==> src/design/mlut_pkg.sv <==
// Shared codes, constants and types for the multi-lane serial transmitter.
package mlut_pkg;

    localparam int LANES_DEF     = 8;
    localparam int DATA_BITS_DEF = 8;

    // Item kinds
    localparam logic [1:0] KIND_TICK       = 2'd0;
    localparam logic [1:0] KIND_SEND_BYTE  = 2'd1;
    localparam logic [1:0] KIND_SEND_LANES = 2'd2;

    // Result status codes
    localparam logic [1:0] ST_OK      = 2'd0;
    localparam logic [1:0] ST_NOT_CFG = 2'd1;
    localparam logic [1:0] ST_BUSY    = 2'd2;

    // Configuration register indexes
    localparam logic REG_BIT_PERIOD = 1'b0;
    localparam logic REG_LANE_MASK  = 1'b1;

    localparam logic [7:0] LANE_MASK_RST = 8'h01;

    typedef struct packed {
        logic [7:0] line_levels;
        logic       busy_res;
        logic [1:0] status;
    } out_item_t;

endpackage

==> src/design/multi_lane_uart_transmitter_core.sv <==
// Multi-lane 8N1 serial frame transmitter core.
//
// Input channel (in_valid/in_ready): one beat is a tick, a single-byte send or
// a lane-pattern send. Each tick advances the running frame by one timing
// unit; a bit lasts bit_period ticks. Sends while unconfigured (bit_period of
// zero) or while a frame runs are rejected with a status code.
// Output channel (out_valid/out_ready): exactly one result beat per input beat
// with the line levels after that beat, the busy flag and the status.
// Config channel (cfg_valid/cfg_ready): always ready; index 0 is bit_period,
// index 1 is lane_mask. Write only while the core is idle.
// Throughput: one beat per cycle while in_ready is high. Latency: from an empty
// queue, the result is visible the cycle after the input beat. The frame update
// and the result are formed in one pass between the state registers and a
// two-entry output queue. Receiver stall: the queue holds two results; in_ready
// drops only when both entries are full and rises again once one is taken.
// Reset: all lines idle high, no frame running, bit_period 0, lane_mask 1.
module multi_lane_uart_transmitter_core #(
    parameter int LANES     = mlut_pkg::LANES_DEF,
    parameter int DATA_BITS = mlut_pkg::DATA_BITS_DEF
) (
    input  logic        clk,
    input  logic        rst_n,
    input  logic        in_valid,
    output logic        in_ready,
    input  logic [1:0]  kind,
    input  logic [7:0]  byte_value,
    input  logic [63:0] lane_patterns,
    output logic        out_valid,
    input  logic        out_ready,
    output logic [7:0]  line_levels,
    output logic        busy_res,
    output logic [1:0]  status,
    input  logic        cfg_valid,
    output logic        cfg_ready,
    input  logic        cfg_index,
    input  logic [15:0] cfg_data
);

    localparam int         FRAME_W    = DATA_BITS * 8;
    localparam logic [3:0] LAST_DATA  = 4'(DATA_BITS);
    localparam logic [3:0] STOP_PHASE = 4'(DATA_BITS + 1);
    localparam logic [7:0] LANE_LIMIT = 8'((1 << LANES) - 1);

    logic [15:0]        bit_period_reg;
    logic [7:0]         lane_mask_reg;

    logic [3:0]         bit_phase_reg,  bit_phase_next;
    logic [15:0]        tick_count_reg, tick_count_next;
    logic [FRAME_W-1:0] frame_data_reg, frame_data_next;
    logic               lane_mode_reg,  lane_mode_next;
    logic [7:0]         line_state_reg, line_state_next;
    logic               active_reg,     active_next;

    logic               in_accept;
    logic [1:0]         status_c;
    logic [16:0]        tick_inc;
    logic [3:0]         phase_inc;
    mlut_pkg::out_item_t item_c;

    mlut_pkg::out_item_t q_mem [2];
    logic               wr_ptr_reg;
    logic               rd_ptr_reg;
    logic [1:0]         count_reg;
    logic               out_accept;

    function automatic logic [7:0] phase_pattern(
        input logic [3:0]         phase,
        input logic               lane_mode,
        input logic [FRAME_W-1:0] data
    );
        logic [2:0] idx;
        logic [7:0] pat;
        idx = 3'(phase - 4'd1);
        if (phase == 4'd0) begin
            pat = 8'h00;
        end else if (phase > LAST_DATA) begin
            pat = 8'hFF;
        end else if (lane_mode) begin
            pat = data[{idx, 3'b000} +: 8];
        end else begin
            pat = {8{data[idx]}};
        end
        return pat;
    endfunction

    assign cfg_ready = 1'b1;
    assign in_ready  = (count_reg != 2'd2);
    assign in_accept = in_valid && in_ready;

    always_ff @(posedge clk or negedge rst_n) begin
        if (!rst_n) begin
            bit_period_reg <= '0;
            lane_mask_reg  <= mlut_pkg::LANE_MASK_RST;
        end else if (cfg_valid) begin
            unique case (cfg_index)
                mlut_pkg::REG_BIT_PERIOD: bit_period_reg <= cfg_data;
                mlut_pkg::REG_LANE_MASK:  lane_mask_reg  <= cfg_data[7:0];
                default:                  bit_period_reg <= bit_period_reg;
            endcase
        end
    end

    assign tick_inc  = {1'b0, tick_count_reg} + 17'd1;
    assign phase_inc = bit_phase_reg + 4'd1;

    always_comb begin
        bit_phase_next  = bit_phase_reg;
        tick_count_next = tick_count_reg;
        frame_data_next = frame_data_reg;
        lane_mode_next  = lane_mode_reg;
        line_state_next = line_state_reg;
        active_next     = active_reg;
        status_c        = mlut_pkg::ST_OK;
        if (in_accept) begin
            case (kind)
                mlut_pkg::KIND_TICK: begin
                    if (active_reg) begin
                        if (tick_inc >= {1'b0, bit_period_reg}) begin
                            tick_count_next = '0;
                            if (phase_inc > STOP_PHASE) begin
                                active_next     = 1'b0;
                                bit_phase_next  = '0;
                                line_state_next = 8'hFF;
                            end else begin
                                bit_phase_next  = phase_inc;
                                line_state_next = phase_pattern(phase_inc, lane_mode_reg,
                                                                frame_data_reg);
                            end
                        end else begin
                            tick_count_next = tick_inc[15:0];
                        end
                    end
                end
                mlut_pkg::KIND_SEND_BYTE, mlut_pkg::KIND_SEND_LANES: begin
                    if (bit_period_reg == 16'd0) begin
                        status_c = mlut_pkg::ST_NOT_CFG;
                    end else if (active_reg) begin
                        status_c = mlut_pkg::ST_BUSY;
                    end else begin
                        lane_mode_next  = (kind == mlut_pkg::KIND_SEND_LANES);
                        frame_data_next = (kind == mlut_pkg::KIND_SEND_LANES)
                                        ? lane_patterns[FRAME_W-1:0]
                                        : FRAME_W'(byte_value);
                        active_next     = 1'b1;
                        bit_phase_next  = '0;
                        tick_count_next = '0;
                        line_state_next = 8'h00;   // start bit
                    end
                end
                default: begin
                    status_c = mlut_pkg::ST_OK;
                end
            endcase
        end
    end

    always_comb begin
        item_c.line_levels = line_state_next | ~(lane_mask_reg & LANE_LIMIT);
        item_c.busy_res    = active_next;
        item_c.status      = status_c;
    end

    always_ff @(posedge clk or negedge rst_n) begin
        if (!rst_n) begin
            bit_phase_reg  <= '0;
            tick_count_reg <= '0;
            frame_data_reg <= '0;
            lane_mode_reg  <= 1'b0;
            line_state_reg <= 8'hFF;
            active_reg     <= 1'b0;
        end else begin
            bit_phase_reg  <= bit_phase_next;
            tick_count_reg <= tick_count_next;
            frame_data_reg <= frame_data_next;
            lane_mode_reg  <= lane_mode_next;
            line_state_reg <= line_state_next;
            active_reg     <= active_next;
        end
    end

    // Two-entry result queue
    assign out_valid  = (count_reg != 2'd0);
    assign out_accept = out_valid && out_ready;

    always_ff @(posedge clk) begin
        if (in_accept) begin
            q_mem[wr_ptr_reg] <= item_c;
        end
    end

    always_ff @(posedge clk or negedge rst_n) begin
        if (!rst_n) begin
            wr_ptr_reg <= 1'b0;
            rd_ptr_reg <= 1'b0;
            count_reg  <= '0;
        end else begin
            if (in_accept) begin
                wr_ptr_reg <= ~wr_ptr_reg;
            end
            if (out_accept) begin
                rd_ptr_reg <= ~rd_ptr_reg;
            end
            case ({in_accept, out_accept})
                2'b10:   count_reg <= count_reg + 2'd1;
                2'b01:   count_reg <= count_reg - 2'd1;
                default: count_reg <= count_reg;
            endcase
        end
    end

    assign line_levels = q_mem[rd_ptr_reg].line_levels;
    assign busy_res    = q_mem[rd_ptr_reg].busy_res;
    assign status      = q_mem[rd_ptr_reg].status;

    a_idle_phase : assert property (@(posedge clk) disable iff (!rst_n)
        !active_reg |-> (bit_phase_reg == 4'd0 && line_state_reg == 8'hFF))
        else $error("idle with frame phase or line pattern left over");

    a_phase_range : assert property (@(posedge clk) disable iff (!rst_n)
        bit_phase_reg <= STOP_PHASE)
        else $error("bit phase beyond stop bit");

    a_queue_bound : assert property (@(posedge clk) disable iff (!rst_n)
        (count_reg <= 2'd2) && (count_reg != 2'd2 || !in_ready))
        else $error("result queue overrun");

    a_send_starts : assert property (@(posedge clk) disable iff (!rst_n)
        (in_accept && (kind == mlut_pkg::KIND_SEND_BYTE || kind == mlut_pkg::KIND_SEND_LANES)
         && status_c == mlut_pkg::ST_OK)
        |=> (active_reg && bit_phase_reg == 4'd0 && tick_count_reg == 16'd0))
        else $error("accepted send did not start a frame");

    a_tick_hold : assert property (@(posedge clk) disable iff (!rst_n)
        !in_accept |=> ($stable(bit_phase_reg) && $stable(tick_count_reg)
                        && $stable(active_reg)))
        else $error("frame state moved without a beat");

endmodule

==> config.mk <==
export PLATFORM = sky130hd
export DESIGN_NAME = multi_lane_uart_transmitter_core
export DESIGN_NICKNAME = d
export VERILOG_FILES = /design/src/design/mlut_pkg.sv /design/src/design/multi_lane_uart_transmitter_core.sv
export SDC_FILE = /design/constraint.sdc
export NUM_CORES = 1
export LEC_CHECK = 0
export BUFFER_PORTS_ARGS = -buffer_cell sky130_fd_sc_hd__buf_2
export CAP_MARGIN = 10
export CORE_UTILIZATION = 59
export CTS_BUF_LIST = sky130_fd_sc_hd__clkbuf_8
export DETAILED_ROUTE_END_ITERATION = 12
export PLACE_DENSITY = 0.9
export SLEW_MARGIN = 20
export SYNTH_ARGS = -nofsm -noshare
export SYNTH_HDL_FRONTEND = slang
export SYNTH_SLANG_ARGS = --single-unit
==> constraint.sdc <==
create_clock -name clk -period 4.1 [get_ports clk]
set_input_delay 0.41 -clock clk [delete_from_list [all_inputs] [get_ports clk]]
set_output_delay 0.41 -clock clk [all_outputs]
set_load 0.03 [all_outputs]
### Word-level counts from Yosys, hierarchy flattened

Memory sizes are Yosys's and may differ from the RTL's.
Index checks and enable logic that the tools add are counted.

| storage, ports and cells | value |
|---|---|
| bits in writable memories | 22 |
| memories kept | 1 |
| register bits | 122 |
| output and inout bits | 14 |
| logic and storage cells | 89 |

| operators by class | value |
|---|---|
| equality and inequality tests | 9 |
| add/subtract/negate cells | 5 |
| bitwise operators | 7 |
| reduce and logical (&&, ||, !) cells | 14 |
| shift operators | 1 |
| muxes and demuxes | 37 |
| magnitude comparators | 4 |

Memories:

| memory | words | bits a word | read ports | clocked after Yosys merged registers in | wr ports | RTL line | text |
|---|---|---|---|---|---|---|---|
| q_mem | 2 | 11 | 1 | 0 | 1 | multi_lane_uart_transmitter_core.sv:60 | `mlut_pkg::out_item_t q_mem [2];` |

Operators by type and width:

| kind | number |
|---|---|
| $mux 8 | 9 |
| $mux 16 | 4 |
| $mux 64 | 1 |
| $shiftx 64x7->8 | 1 |
| $pmux 16 s2 | 1 |
| $mux 4 | 5 |
| $add 16x1->17 const B | 1 |
| $ge 17x16->1 | 1 |
| $logic_not 16->1 | 1 |
| $pmux 8 s2 | 1 |
| $ne 2x2->1 const B | 5 |
| $gt 4x4->1 const B | 2 |
| $mux 1 | 8 |
| $mux 2 | 4 |
| $not 8->8 | 1 |
| $or 8x8->8 | 1 |
| $pmux 4 s2 | 1 |
| $lt 3x7->1 const B | 1 |
| $reduce_and 6->1 | 1 |
| $reduce_bool 2->1 | 3 |
| $not 1->1 | 5 |
| $reduce_and 5->1 | 1 |
| $add 4x1->4 const B | 1 |
| $eq 2x1->1 const B | 2 |
| 13 further kinds | 16 |

### Logic depth before layout (Yosys ltp)

Gate-level depths: netlist of the first run.

| depth | value |
|---|---|
| depth in word-level cells | 13 |
| depth in mapped cells | 14 |

### Least setup slack after synthesis of the first run

OpenSTA, ideal clock, no wires.

| timing | value |
|---|---|
| path type | register to register |
| start | register tick_count_reg[2] |
| end | register bit_phase_reg[0] |
| slack | 1.219 ns |
| arrival time | 2.756 ns |
| library setup time | 0.125 ns |
| cell stages (with the launch flop) | 15 |
| buffers on the path | 2 |
| period minus slack after synthesis | 2.881 ns |
| cell sequence | dfrtp_1 buf_2 and3_1 and4_1 and4_1 nand2_1 xnor2_1 ha_1 a21oi_1 nand2_1 a31oi_1 nand3_2 o21ba_4 buf_6 mux2_4 |

| between the ends | value |
|---|---|
| cells in the longest elaborated chain, start to end | 4 |

RTL lines:

| item | RTL line | text |
|---|---|---|
| start, declared | multi_lane_uart_transmitter_core.sv:48 | `logic [15:0] tick_count_reg, tick_count_next;` |
| start signal, assigned | multi_lane_uart_transmitter_core.sv:173 | `tick_count_reg <= tick_count_next;` |
| $add 16x1->17 | multi_lane_uart_transmitter_core.sv:103 | `assign tick_inc = {1'b0, tick_count_reg} + 17'd1;` |
| $ge 17x16->1 | multi_lane_uart_transmitter_core.sv:118 | `if (tick_inc >= {1'b0, bit_period_reg}) begin` |
| $ne 2x2->1 (no line) | -- |  |
| $reduce_and 6->1 (no line) | -- |  |
| end signal, assigned | multi_lane_uart_transmitter_core.sv:172 | `bit_phase_reg <= bit_phase_next;` |
| end, declared | multi_lane_uart_transmitter_core.sv:47 | `logic [3:0] bit_phase_reg, bit_phase_next;` |

No other way between the ends.
A chain may end at the register's enable or synchronous reset.

### Final worst setup path of the first run

| timing | value |
|---|---|
| start | register tick_count_reg[2] |
| end | register tick_count_reg[4] |

| between the ends | value |
|---|---|
| cells in the longest elaborated chain, start to end | 5 |

RTL lines:

| item | RTL line | text |
|---|---|---|
| $add 16x1->17 (*) | multi_lane_uart_transmitter_core.sv:103 |  |
| $ge 17x16->1 | multi_lane_uart_transmitter_core.sv:118 |  |
| $mux 16 (*) | multi_lane_uart_transmitter_core.sv:118 |  |
| $mux 16 (*) | multi_lane_uart_transmitter_core.sv:117 | `if (active_reg) begin` |
| $pmux 16 s2 (*) | multi_lane_uart_transmitter_core.sv:115 | `case (kind)` |

Every way passes the cells marked *; elsewhere a longest branch is shown, timed or not. The select of a mux whose other input is x is not followed.

==> flow_summary.json, run 1 <==
{
  "nets": 918,
  "ant_nets": 0,
  "syn-num-nets": 825,
  "cts_buffer_depth": 2,
  "outcome": "finished, final reports clean",
  "overflow": 0,
  "p_comb_share_pct": 37.0,
  "route.detailed.drc": 0,
  "peakVddDrop_uv": 291,
  "tritoncts": "done",
  "clock-sinks": 144,
  "yosysWarnings": 0,
  "antenna_cells": 0,
  "worst_skew_pair.late_latency_ns": 0.44,
  "cp_slowest_cell": "dfrtp_1",
  "first_pass_iters": 5,
  "hold_viol_final": 0,
  "grt_pass1_vias": 5452,
  "wire_per_inst_um": 16.4,
  "syn2layout_area_growth_pct": 12.9,
  "syn_avg_cell_area_um2": 10.4,
  "cp.buffers_inverters": 1,
  "synth_top_cell_by_area": "dfrtp_1",
  "antenna_found_initial": 0,
  "p_sw_share_pct": 36.9,
  "fin_worst_skew_ns": 0.0140,
  "synth-simple-area-share_pct": 14.0,
  "slew_headroom_pct": 31.4,
  "intPower_w": 0.00312,
  "setup_violations": 0,
  "dp_hpwl_um": 11600,
  "switchingPower_w": 0.00182,
  "synthTopCellsByArea": "dfrtp_1, edfxtp_1, nand2_1",
  "viasPerCell": 5.65,
  "synth_compound_area_share_pct": 13.6,
  "portBuffers": 108,
  "finalCriticalPeriod_ns": 3.34,
  "die_h_um": 113,
  "synth_edf_count": 22,
  "async_flop_share_pct": 84.7,
  "reg2regPathDepth": 13,
  "final_cell_mix": "nand2_1, dfrtp_1, buf_2",
  "numCtsBuffers": 17,
  "cts_hold_buffers": 0,
  "p_per_area_nw_per_um2": 597,
  "yosys_most_used_dff": "dfrtp_1",
  "holdWs_ns": 0.124,
  "path_depth": 13,
  "holdCritPathClass": "input pin to asynchronous set/reset pin",
  "synthAdderAreaFrac_pct": 4.10,
  "final_common_cell": "nand2_1",
  "cp_max_fo": 7,
  "io_pins": 110,
  "synth_cell_types": 60,
  "synth_mux_area_share_pct": 11.1,
  "leakage_nw": 3.77,
  "design_area_um2": 8270,
  "wl_um": 16000,
  "maxSlewViolCount": 0,
  "worstPathCellList": "and3_1 > and4_1 > and4_1 > nand2_1 > xnor2_1 > ha_1 > a21oi_1 > nand2_1 > a31oi_1 > nand3_2 > nor2b_1 > buf_4 > a22o_1",
  "row_count": 40,
  "place_area_um2": 7970,
  "worst_pin_slew_ns": 1.03,
  "die_x_um": 113,
  "post_cts_buffers": 0,
  "synth_area_um2": 7330,
  "grt_start_max_net_pins": 130,
  "grt_usage_pct": 27.1,
  "start_util_pct": 60.7,
  "ys_seq_area_share_pct": 50.8,
  "grt_pass1_wl_um": 26600,
  "maxCapViolations": 0,
  "cts_root_buf": "clkbuf_8",
  "end_kind": "register",
  "arrival_ns": 3.72,
  "p_seq_share_pct": 44.8,
  "rsz0062_at_grt": "false",
  "path_clk_slew_ns": 0.08,
  "start_kind": "register",
  "p_clk_share_pct": 18.2,
  "period_share_pct": 81.4,
  "cp.required_ns": 4.48,
  "synth_xor_area_share_pct": 2.03,
  "gp_congestion": 0.880,
  "largest_register_ffs": 64,
  "fin_setup_tns_ns": 0,
  "syn_inst": 705,
  "dieArea_um2": 12900,
  "ctsResizeCount": 0,
  "crit_family": "simple AND/OR/NAND/NOR gates",
  "synth_top_family_by_area": "simple AND/OR/NAND/NOR gates",
  "cts.htree.levels": 4,
  "layout-drive-gt1-share_pct": 26.1,
  "clock.fmax_ghz": 0.300,
  "synth_seq_cells": 144,
  "core_area_um2": 12100,
  "vias": 5511,
  "critPathMaxStageDelay_ns": 0.47,
  "synth_top_area_share_pct": 38.6,
  "drt_iter0_markers": 508,
  "worstSetupPathType": "register to register"
}
[metal layers]
metal / track usage (%) / vias to the layer above / routed length [um]
met2: 41.9 / 204 / 7550
met3: 5.31 / 42 / 863
met4: 12.0 / 0 / 463
met5: 0 / - / 0
met1: 37.7 / 2604 / 7150
li1: - / 2661 / -
[cell usage after synthesis (12+ instances only)]
master	count
nand2_1	157
dfrtp_1	113
o21ai_0	93
inv_1	31
mux2_2	28
ha_1	24
clkbuf_1	22
edfxtp_1	22
mux4_2	16
nor2_1	15
a21oi_1	14
buf_2	13
xnor2_1	12
[worst paths after layout]
path	start	endpoint	slack [ns]
max	tick_count_reg[2]$_DFFE_PN0P_	tick_count_reg[4]$_DFFE_PN0P_	0.76
min	rst_n	lane_mask_reg[2]$_DFFE_PN0P_	0.12
max reg2reg	tick_count_reg[2]$_DFFE_PN0P_	tick_count_reg[4]$_DFFE_PN0P_	0.76
min reg2reg	frame_data_reg[10]$_DFFE_PN0P_	frame_data_reg[10]$_DFFE_PN0P_	0.48
max in group asynchronous	rst_n	line_state_reg[4]$_DFF_PN1_	3.15
min in group clk	cfg_data[9]	bit_period_reg[9]$_DFFE_PN0P_	0.17
[kinds of logic after synthesis]
kind of cell / after synthesis
compound gates: 162
xor+xnor: 17
fa+ha+maj: 24
buf+inv: 73
flops: 144
mux: 57
other cells: 1
simple gates: 227
[power by group through the flow]
stage | clock network, W | logic (W) | registers, W
after CTS | 0.000908 | 0.00183 | 0.00221
after detailed placement | 0 | 0.00181 | 0.00223
after floorplan | 0 | 0.00145 | 0.00207
after global placement | 0 | 0.00174 | 0.00220
after global routing | 0.000974 | 0.00201 | 0.00227
final | 0.000898 | 0.00183 | 0.00221
[per-stage QoR]
| step | std cells | total power, W | utilization [%] | setup WS [ns] |
|---|---|---|---|---|
| 2_1_floorplan | 705 | 0.00352 | - | 1.22 |
| 6_report | 975 | 0.00494 | 68.6 | 0.761 |
| 3_5_place_dp | 947 | 0.00404 | 66.1 | 0.864 |
| 5_1_grt | 975 | 0.00525 | 68.6 | 0.554 |
| 3_3_place_gp | 947 | 0.00394 | 66.1 | 1.02 |
| 4_1_cts | 975 | 0.00494 | 68.6 | 0.831 |
[area by class of cell]
cell class	instances	area (um2)
tap	168	210
multi-input combinational	488	3300
fill	882	3790
clock buffer	19	262
inverter	31	116
timing repair buffer	116	616
clock inverter	9	37.5
sequential	144	3720
Power figures use the tool's default switching activity.
==> run 2: changes to the inputs <==
==> constraint.sdc (replaced) <==
create_clock -name clk -period 3.2 [get_ports clk]
set_input_delay 0.32 -clock clk [delete_from_list [all_inputs] [get_ports clk]]
set_output_delay 0.32 -clock clk [all_outputs]
set_load 0.03 [all_outputs]
==> run 2 against run 1 <==
Effect of this change:
- count of clock-buffer cells in the layout grew 2
- critical path type unchanged
- total power increased by 38%
- critical endpoint is now q_mem[1][9]$_DFFE_PP_
- worst setup slack lost 0.70 ns
- utilization grew 2.3 points
- flip-flop and latch count is the same
==> flow_summary.json, run 2 (synthesis gave the netlist of run 1 again) <==
{
  "reg2regPathDepth": 12,
  "r2r-start": "tick_count_reg[4]$_DFFE_PN0P_",
  "antenna_found_initial": 0,
  "start_util_pct": 60.7,
  "cts.htree.levels": 4,
  "whs_endpoint": "bit_period_reg[14]$_DFFE_PN0P_",
  "maxCapViolations": 0,
  "path_clk_slew_ns": 0.08,
  "p_seq_share_pct": 41.6,
  "worst_skew_pair.late_latency_ns": 0.46,
  "dp_hpwl_um": 11700,
  "holdPathStages": 3,
  "tritoncts": "done",
  "holdWs_ns": 0.0627,
  "layout-drive-gt1-share_pct": 28.3,
  "fin_worst_skew_ns": 0.0139,
  "dieArea_um2": 12900,
  "syn2layout_area_growth_pct": 16.6,
  "crit_start": "tick_count_reg[4]$_DFFE_PN0P_",
  "finalCriticalPeriod_ns": 3.14,
  "start_kind": "register",
  "post_cts_buffers": 0,
  "grt_pass1_vias": 5568,
  "worst_pin_slew_ns": 0.943,
  "gp_congestion": 0.882,
  "p_sw_share_pct": 36.1,
  "arrival_ns": 3.41,
  "holdCritPathClass": "input pin to register",
  "clock-sinks": 144,
  "first_pass_iters": 4,
  "nets": 924,
  "grt_pass1_wl_um": 27300,
  "intPower_w": 0.00435,
  "p_clk_share_pct": 22.4,
  "p_per_area_nw_per_um2": 796,
  "wire_per_inst_um": 17.3,
  "row_count": 40,
  "antenna_cells": 0,
  "slew_headroom_pct": 36.9,
  "die_h_um": 113,
  "route.detailed.drc": 0,
  "outcome": "finished, final reports clean",
  "n_fill_cell": 846,
  "hold_viol_final": 0,
  "setup_violations": 0,
  "leakage_nw": 3.87,
  "overflow": 0,
  "grt_start_max_net_pins": 91,
  "peakVddDrop_uv": 362,
  "end_kind": "register",
  "timing.rr.end": "q_mem[1][9]$_DFFE_PP_",
  "core_area_um2": 12100,
  "numCtsBuffers": 17,
  "switchingPower_w": 0.00245,
  "min_from": "cfg_data[14]",
  "p_comb_share_pct": 36.0,
  "largest_register_ffs": 64,
  "wl_um": 17000,
  "cts_buffer_depth": 2,
  "ant_nets": 0,
  "period_share_pct": 98.1,
  "cts_root_buf": "clkbuf_8",
  "worstSetupPathType": "register to register",
  "maxSlewViolCount": 0,
  "grt_usage_pct": 28.0,
  "die_x_um": 113,
  "drt_iter0_markers": 524,
  "cp.required_ns": 3.47,
  "portBuffers": 108,
  "final_cell_mix": "nand2_1, dfrtp_1, buf_2",
  "dp.cells": 950,
  "io_pins": 110,
  "r2r_slack_ns": 0.06,
  "clock.fmax_ghz": 0.319,
  "cp_max_fo": 7,
  "vias": 5699,
  "viasPerCell": 5.79,
  "fin_cells": 985,
  "final_common_cell": "nand2_1"
}
[run 2: cell types whose count changed in the layout (fill, tap and decap cells not counted), moves of 2 or more]
| cell | change |
|---|---|
| inv_1 | -4 |
| clkbuf_8 | +2 |
| dfrtp_2 | +2 |
| dfrtp_1 | -2 |
| o21ba_4 | +2 |
| buf_12 | +2 |
| bufinv_16 | +3 |
| clkinvlp_4 | +4 |
[run 2: worst max path at each step]
stage | cells past startpoint | slack [ns] | end
finish | 12 | 0.06 | q_mem[1][9]$_DFFE_PP_
global route | 12 | -0.03 | q_mem[1][9]$_DFFE_PP_
CTS | 12 | 0.04 | q_mem[1][9]$_DFFE_PP_
detailed placement | 12 | 0.03 | q_mem[1][9]$_DFFE_PP_
global placement | 12 | 0.17 | bit_phase_reg[0]$_DFFE_PN0P_
floorplan | 14 | 0.32 | bit_phase_reg[0]$_DFFE_PN0P_
[run 2: final cells by class]
class | instances | area, um2 | share of cell area (%)
inverters | 31 | 116 | 1.36
clock buffers | 21 | 289 | 3.38
flip-flops and latches | 144 | 3730 | 43.6
repair buffers | 120 | 673 | 7.88
clock inverters | 11 | 138 | 1.61
well taps | 168 | 210 | 2.46
multi-input cells | 490 | 3390 | 39.7
[run 2: layer usage]
layer  part of all wire [%]  global-route usage (%)
met2                     49                    46.2
met4                    2.2                    9.91
met1                     42                    36.9
met3                    6.7                    6.38
met5                      0                       0
[run 2: power by group through the flow]
stage	Sequential, W	Clock (W)	Combinational (W)
4_1_cts	0.00282	0.00152	0.00241
5_1_grt	0.00290	0.00161	0.00268
3_5_place_dp	0.00285	0	0.00236
2_1_floorplan	0.00265	0	0.00186
3_3_place_gp	0.00280	0	0.00229
6_report	0.00283	0.00152	0.00245
[run 2: metrics by stage]
step / power, W / setup TNS (ns) / utilization (%) / setup WS [ns] / cell area (um2)
after floorplan: 0.00451 / 0 / - / 0.319 / 7330
after global placement: 0.00509 / 0 / 66.5 / 0.167 / 8020
after detailed placement: 0.00521 / 0 / 66.5 / 0.0316 / 8020
after CTS: 0.00675 / 0 / 70.3 / 0.0357 / 8480
after global routing: 0.00718 / -0.331 / 70.9 / -0.0339 / 8550
final: 0.00680 / 0 / 70.9 / 0.0603 / 8550
[run 2: what timing repair did]
item                       4_1_cts  5_1_grt
hold endpoints to repair        31        0
setup endpoints to repair       16       42
resized for setup                3       10
hold buffers                     1        0
pin swaps                        1        3
gates cloned                     1        1
[run 2: worst max-delay path: stages, from the launching register on]
cell and delay, ns:
dfrtp_1 0.40, and3_1 0.23, and4_2 0.28, and4_1 0.25
nand2_1 0.10, xnor2_2 0.19, ha_1 0.29, a21oi_1 0.17
nand2_1 0.12, a31oi_4 0.21, nand3_4 0.18, o21ba_4 0.29
o221ai_1 0.24
==> run 3: changes to the inputs <==
--- a/config.mk
+++ b/config.mk
@@ -5,12 +5,13 @@
 export SDC_FILE = /design/constraint.sdc
 export NUM_CORES = 1
 export LEC_CHECK = 0
+export ABC_AREA = 1
 export BUFFER_PORTS_ARGS = -buffer_cell sky130_fd_sc_hd__buf_2
 export CAP_MARGIN = 10
-export CORE_UTILIZATION = 59
+export CORE_UTILIZATION = 60
 export CTS_BUF_LIST = sky130_fd_sc_hd__clkbuf_8
 export DETAILED_ROUTE_END_ITERATION = 12
-export PLACE_DENSITY = 0.9
+export PLACE_DENSITY = 0.91
 export SLEW_MARGIN = 20
 export SYNTH_ARGS = -nofsm -noshare
 export SYNTH_HDL_FRONTEND = slang
==> run 3 against run 2 <==
Effect of this change:
- the flow now finishes with violations (setup timing)
- die area rose by 4.9%
- clock power grew 3%
- utilization up 1.9 points
- flip-flop and latch count unchanged
- first-iteration DRC count up 36%
- clock skew increased by 0.0010 ns
- count of clock-buffer cells in the layout fell by 3
- non-clock buffer count grew 14
- worst setup slack got worse by 0.13 ns
- register-to-register slack lost 0.13 ns
- critical path depth grew 10
- largest power group is now combinational logic
==> flow_summary.json, run 3 <==
{
  "holdCritPathClass": "input pin to register",
  "wl_um": 19000,
  "viasPerCell": 5.44,
  "first_pass_iters": 6,
  "synth_top_area_share_pct": 36.1,
  "synth_top_cell_by_area": "dfrtp_1",
  "synth_edf_count": 22,
  "p_sw_share_pct": 42.7,
  "r2r-start": "tick_count_reg[0]$_DFFE_PN0P_",
  "critPathMostFrequentCell": "nand2_1",
  "final_cell_mix": "nand2_1, inv_1, dfrtp_1",
  "die_h_um": 116,
  "grt_usage_pct": 28.8,
  "use_met1_pct": 38.6,
  "worst_skew_pair.late_latency_ns": 0.46,
  "synth_seq_cells": 144,
  "leakage_nw": 4.60,
  "min_from": "lane_patterns[23]",
  "syn-num-nets": 1110,
  "wire_per_inst_um": 14.7,
  "synth_area_um2": 7820,
  "gp_congestion": 0.927,
  "tritoncts": "done",
  "p_per_area_nw_per_um2": 859,
  "crit_family": "simple AND/OR/NAND/NOR gates",
  "yosysWarnings": 0,
  "numCtsBuffers": 17,
  "async_flop_share_pct": 84.7,
  "nets": 1223,
  "maxCapViolations": 0,
  "path_clk_slew_ns": 0.08,
  "synth_cell_types": 47,
  "grt_pass1_wl_um": 29600,
  "hold_viol_final": 0,
  "yosys_most_used_dff": "dfrtp_1",
  "end_kind": "register",
  "start_kind": "register",
  "synthTopCellsByArea": "dfrtp_1, nand2_1, edfxtp_1",
  "intPower_w": 0.00454,
  "p_clk_share_pct": 19.9,
  "row_count": 41,
  "start_util_pct": 61.7,
  "slew_headroom_pct": 32.2,
  "cp_max_fo": 8,
  "vias": 7009,
  "final_common_cell": "nand2_1",
  "switchingPower_w": 0.00338,
  "setup_violations": 16,
  "outcome": "finished with violations",
  "clock.fmax_ghz": 0.306,
  "top_usage_layer": "met2",
  "holdPathStages": 3,
  "io_pins": 110,
  "worstPathCellList": "ha_4 > nand2_4 > nor3_4 > nand4_1 > nor3_2 > nand3_1 > xor2_1 > inv_1 > ha_4 > nand2_4 > nor2_2 > nand2_1 > o21ai_1 > nand2_1 > nand3_4 > nand2_4 > inv_6 > nand2_1 > nand2_1 > nand2_2 > nand2_2 > nand2_2",
  "grt_pass1_vias": 6425,
  "peakVddDrop_uv": 406,
  "dieArea_um2": 13500,
  "largest_register_ffs": 64,
  "arrival_ns": 3.49,
  "syn_avg_cell_area_um2": 7.90,
  "whs_endpoint": "frame_data_reg[23]$_DFFE_PN0P_",
  "gr-usage-met3_pct": 6.33,
  "route.detailed.drc": 0,
  "ant_nets": 0,
  "grt_start_max_net_pins": 131,
  "r2r_slack_ns": -0.07,
  "drt_iter0_markers": 714,
  "syn_inst": 990,
  "core_area_um2": 12700,
  "cts_buffer_depth": 2,
  "holdWs_ns": 0.0948,
  "antenna_cells": 0,
  "syn2layout_area_growth_pct": 17.9,
  "maxSlewViolCount": 0,
  "dp_hpwl_um": 12600,
  "fin_cells": 1288,
  "cts_root_buf": "clkbuf_8",
  "antenna_found_initial": 0,
  "clock-sinks": 144,
  "die_x_um": 116,
  "ys_seq_area_share_pct": 47.6,
  "setup_slack_ns": -0.0723,
  "cts.htree.levels": 4,
  "portBuffers": 108,
  "dp.cells": 1240,
  "p_comb_share_pct": 42.6,
  "cp.buffers_inverters": 2,
  "cp.required_ns": 3.42,
  "violations": "setup timing",
  "critPathMaxStageDelay_ns": 0.44,
  "worst_pin_slew_ns": 1.01,
  "n_fill_cell": 945,
  "rsz0062_at_grt": "true",
  "synthTopCellsByCount": "nand2_1, inv_1, dfrtp_1, o21ai_0, nand3_1",
  "cp_slowest_cell": "dfrtp_1",
  "period_share_pct": 102,
  "worstSetupPathType": "register to register",
  "finalCriticalPeriod_ns": 3.27,
  "layout-drive-gt1-share_pct": 20.7,
  "synth_most_common_cell": "nand2_1",
  "timing.rr.end": "q_mem[1][10]$_DFFE_PP_",
  "reg2regPathDepth": 22,
  "overflow": 0,
  "met2_usage_pct": 46.1,
  "p_seq_share_pct": 37.6,
  "fin_worst_skew_ns": 0.0150
}
==> run 3: changes by cell type in the layout (fill, tap and decap cells not counted), moves of 11 or more <==
cell,delta
a21oi_1,+20
a22o_1,-11
buf_4,+12
inv_1,+122
mux2_2,-28
mux4_2,-16
nand2_1,+70
nand3_1,+90
nor2_1,+31
o21ai_0,+16
==> run 3: logic make-up after synthesis <==
| kind of cell | Yosys count | synth area share [%] |
|---|---|---|
| other cells | 1 | 0.0479 |
| simple gates | 419 | 23.6 |
| compound gates | 181 | 12.5 |
| fa+ha+maj | 24 | 3.84 |
| xor+xnor | 13 | 1.46 |
| buf+inv | 207 | 10.8 |
| mux | 1 | 0.128 |
| flops | 144 | 47.6 |
==> run 3: power groups by stage <==
stage	Combinational, W	Sequential [W]	Clock (W)
final	0.00338	0.00298	0.00157
after CTS	0.00321	0.00295	0.00158
after global routing	0.00378	0.00304	0.00167
after global placement	0.00305	0.00295	0
after detailed placement	0.00315	0.00297	0
after floorplan	0.00246	0.00284	0
==> run 3: per-layer routing <==
metal,part of all wire (%),vias to the layer above
met4,2.5,0
met2,48,295
met3,7.4,52
li1,-,3409
met1,42,3253
met5,0,-
==> run 3: tightest hold or removal path, stage by stage <==
cell	delay, ns
buf_2	0.07
nand3_1	0.06
o21ai_0	0.06
==> run 3: layout make-up <==
type / count / area (um2) / share of cell area (%)
clock buffer: 18 / 248 / 2.69
clock inverter: 14 / 190 / 2.06
inverter: 166 / 638 / 6.92
multi-input combinational: 640 / 3410 / 37.0
sequential: 144 / 3730 / 40.4
tap: 172 / 215 / 2.33
timing repair buffer: 134 / 795 / 8.61
==> run 3: repair_timing <==
action / 4_1_cts / 5_1_grt
pin swaps: 4 / 22
endpoints found under the setup margin: 25 / 47
hold buffers: 1 / 0
setup buffers: 4 / 10
gates resized for setup: 7 / 33
hold endpoints to repair: 56 / 0
gates cloned: 0 / 1
==> run 3: through the flow <==
step	setup TNS (ns)	total power, W	area [um2]	worst slack, ns	util [%]
final	-0.817	0.00793	9220	-0.0723	72.8
after global routing	-6.82	0.00850	9220	-0.267	72.8
after CTS	0	0.00774	9020	0.00475	71.2
after detailed placement	-1.83	0.00612	8510	-0.134	67.2
after global placement	0	0.00600	8510	0.0490	67.2
after floorplan	0	0.00529	7820	0.187	-
==> run 3: how the worst max path moves through the flow <==
stage,from,depth (start not counted),slack (ns),end
global placement,tick_count_reg[2]$_DFFE_PN0P_,20,0.05,q_mem[0][8]$_DFFE_PP_
CTS,tick_count_reg[0]$_DFFE_PN0P_,22,0.005,q_mem[1][3]$_DFFE_PP_
floorplan,tick_count_reg[0]$_DFFE_PN0P_,22,0.19,q_mem[0][4]$_DFFE_PP_
global route,tick_count_reg[0]$_DFFE_PN0P_,22,-0.27,q_mem[1][3]$_DFFE_PP_
finish,tick_count_reg[0]$_DFFE_PN0P_,22,-0.07,q_mem[1][10]$_DFFE_PP_
detailed placement,tick_count_reg[2]$_DFFE_PN0P_,20,-0.13,q_mem[1][9]$_DFFE_PP_
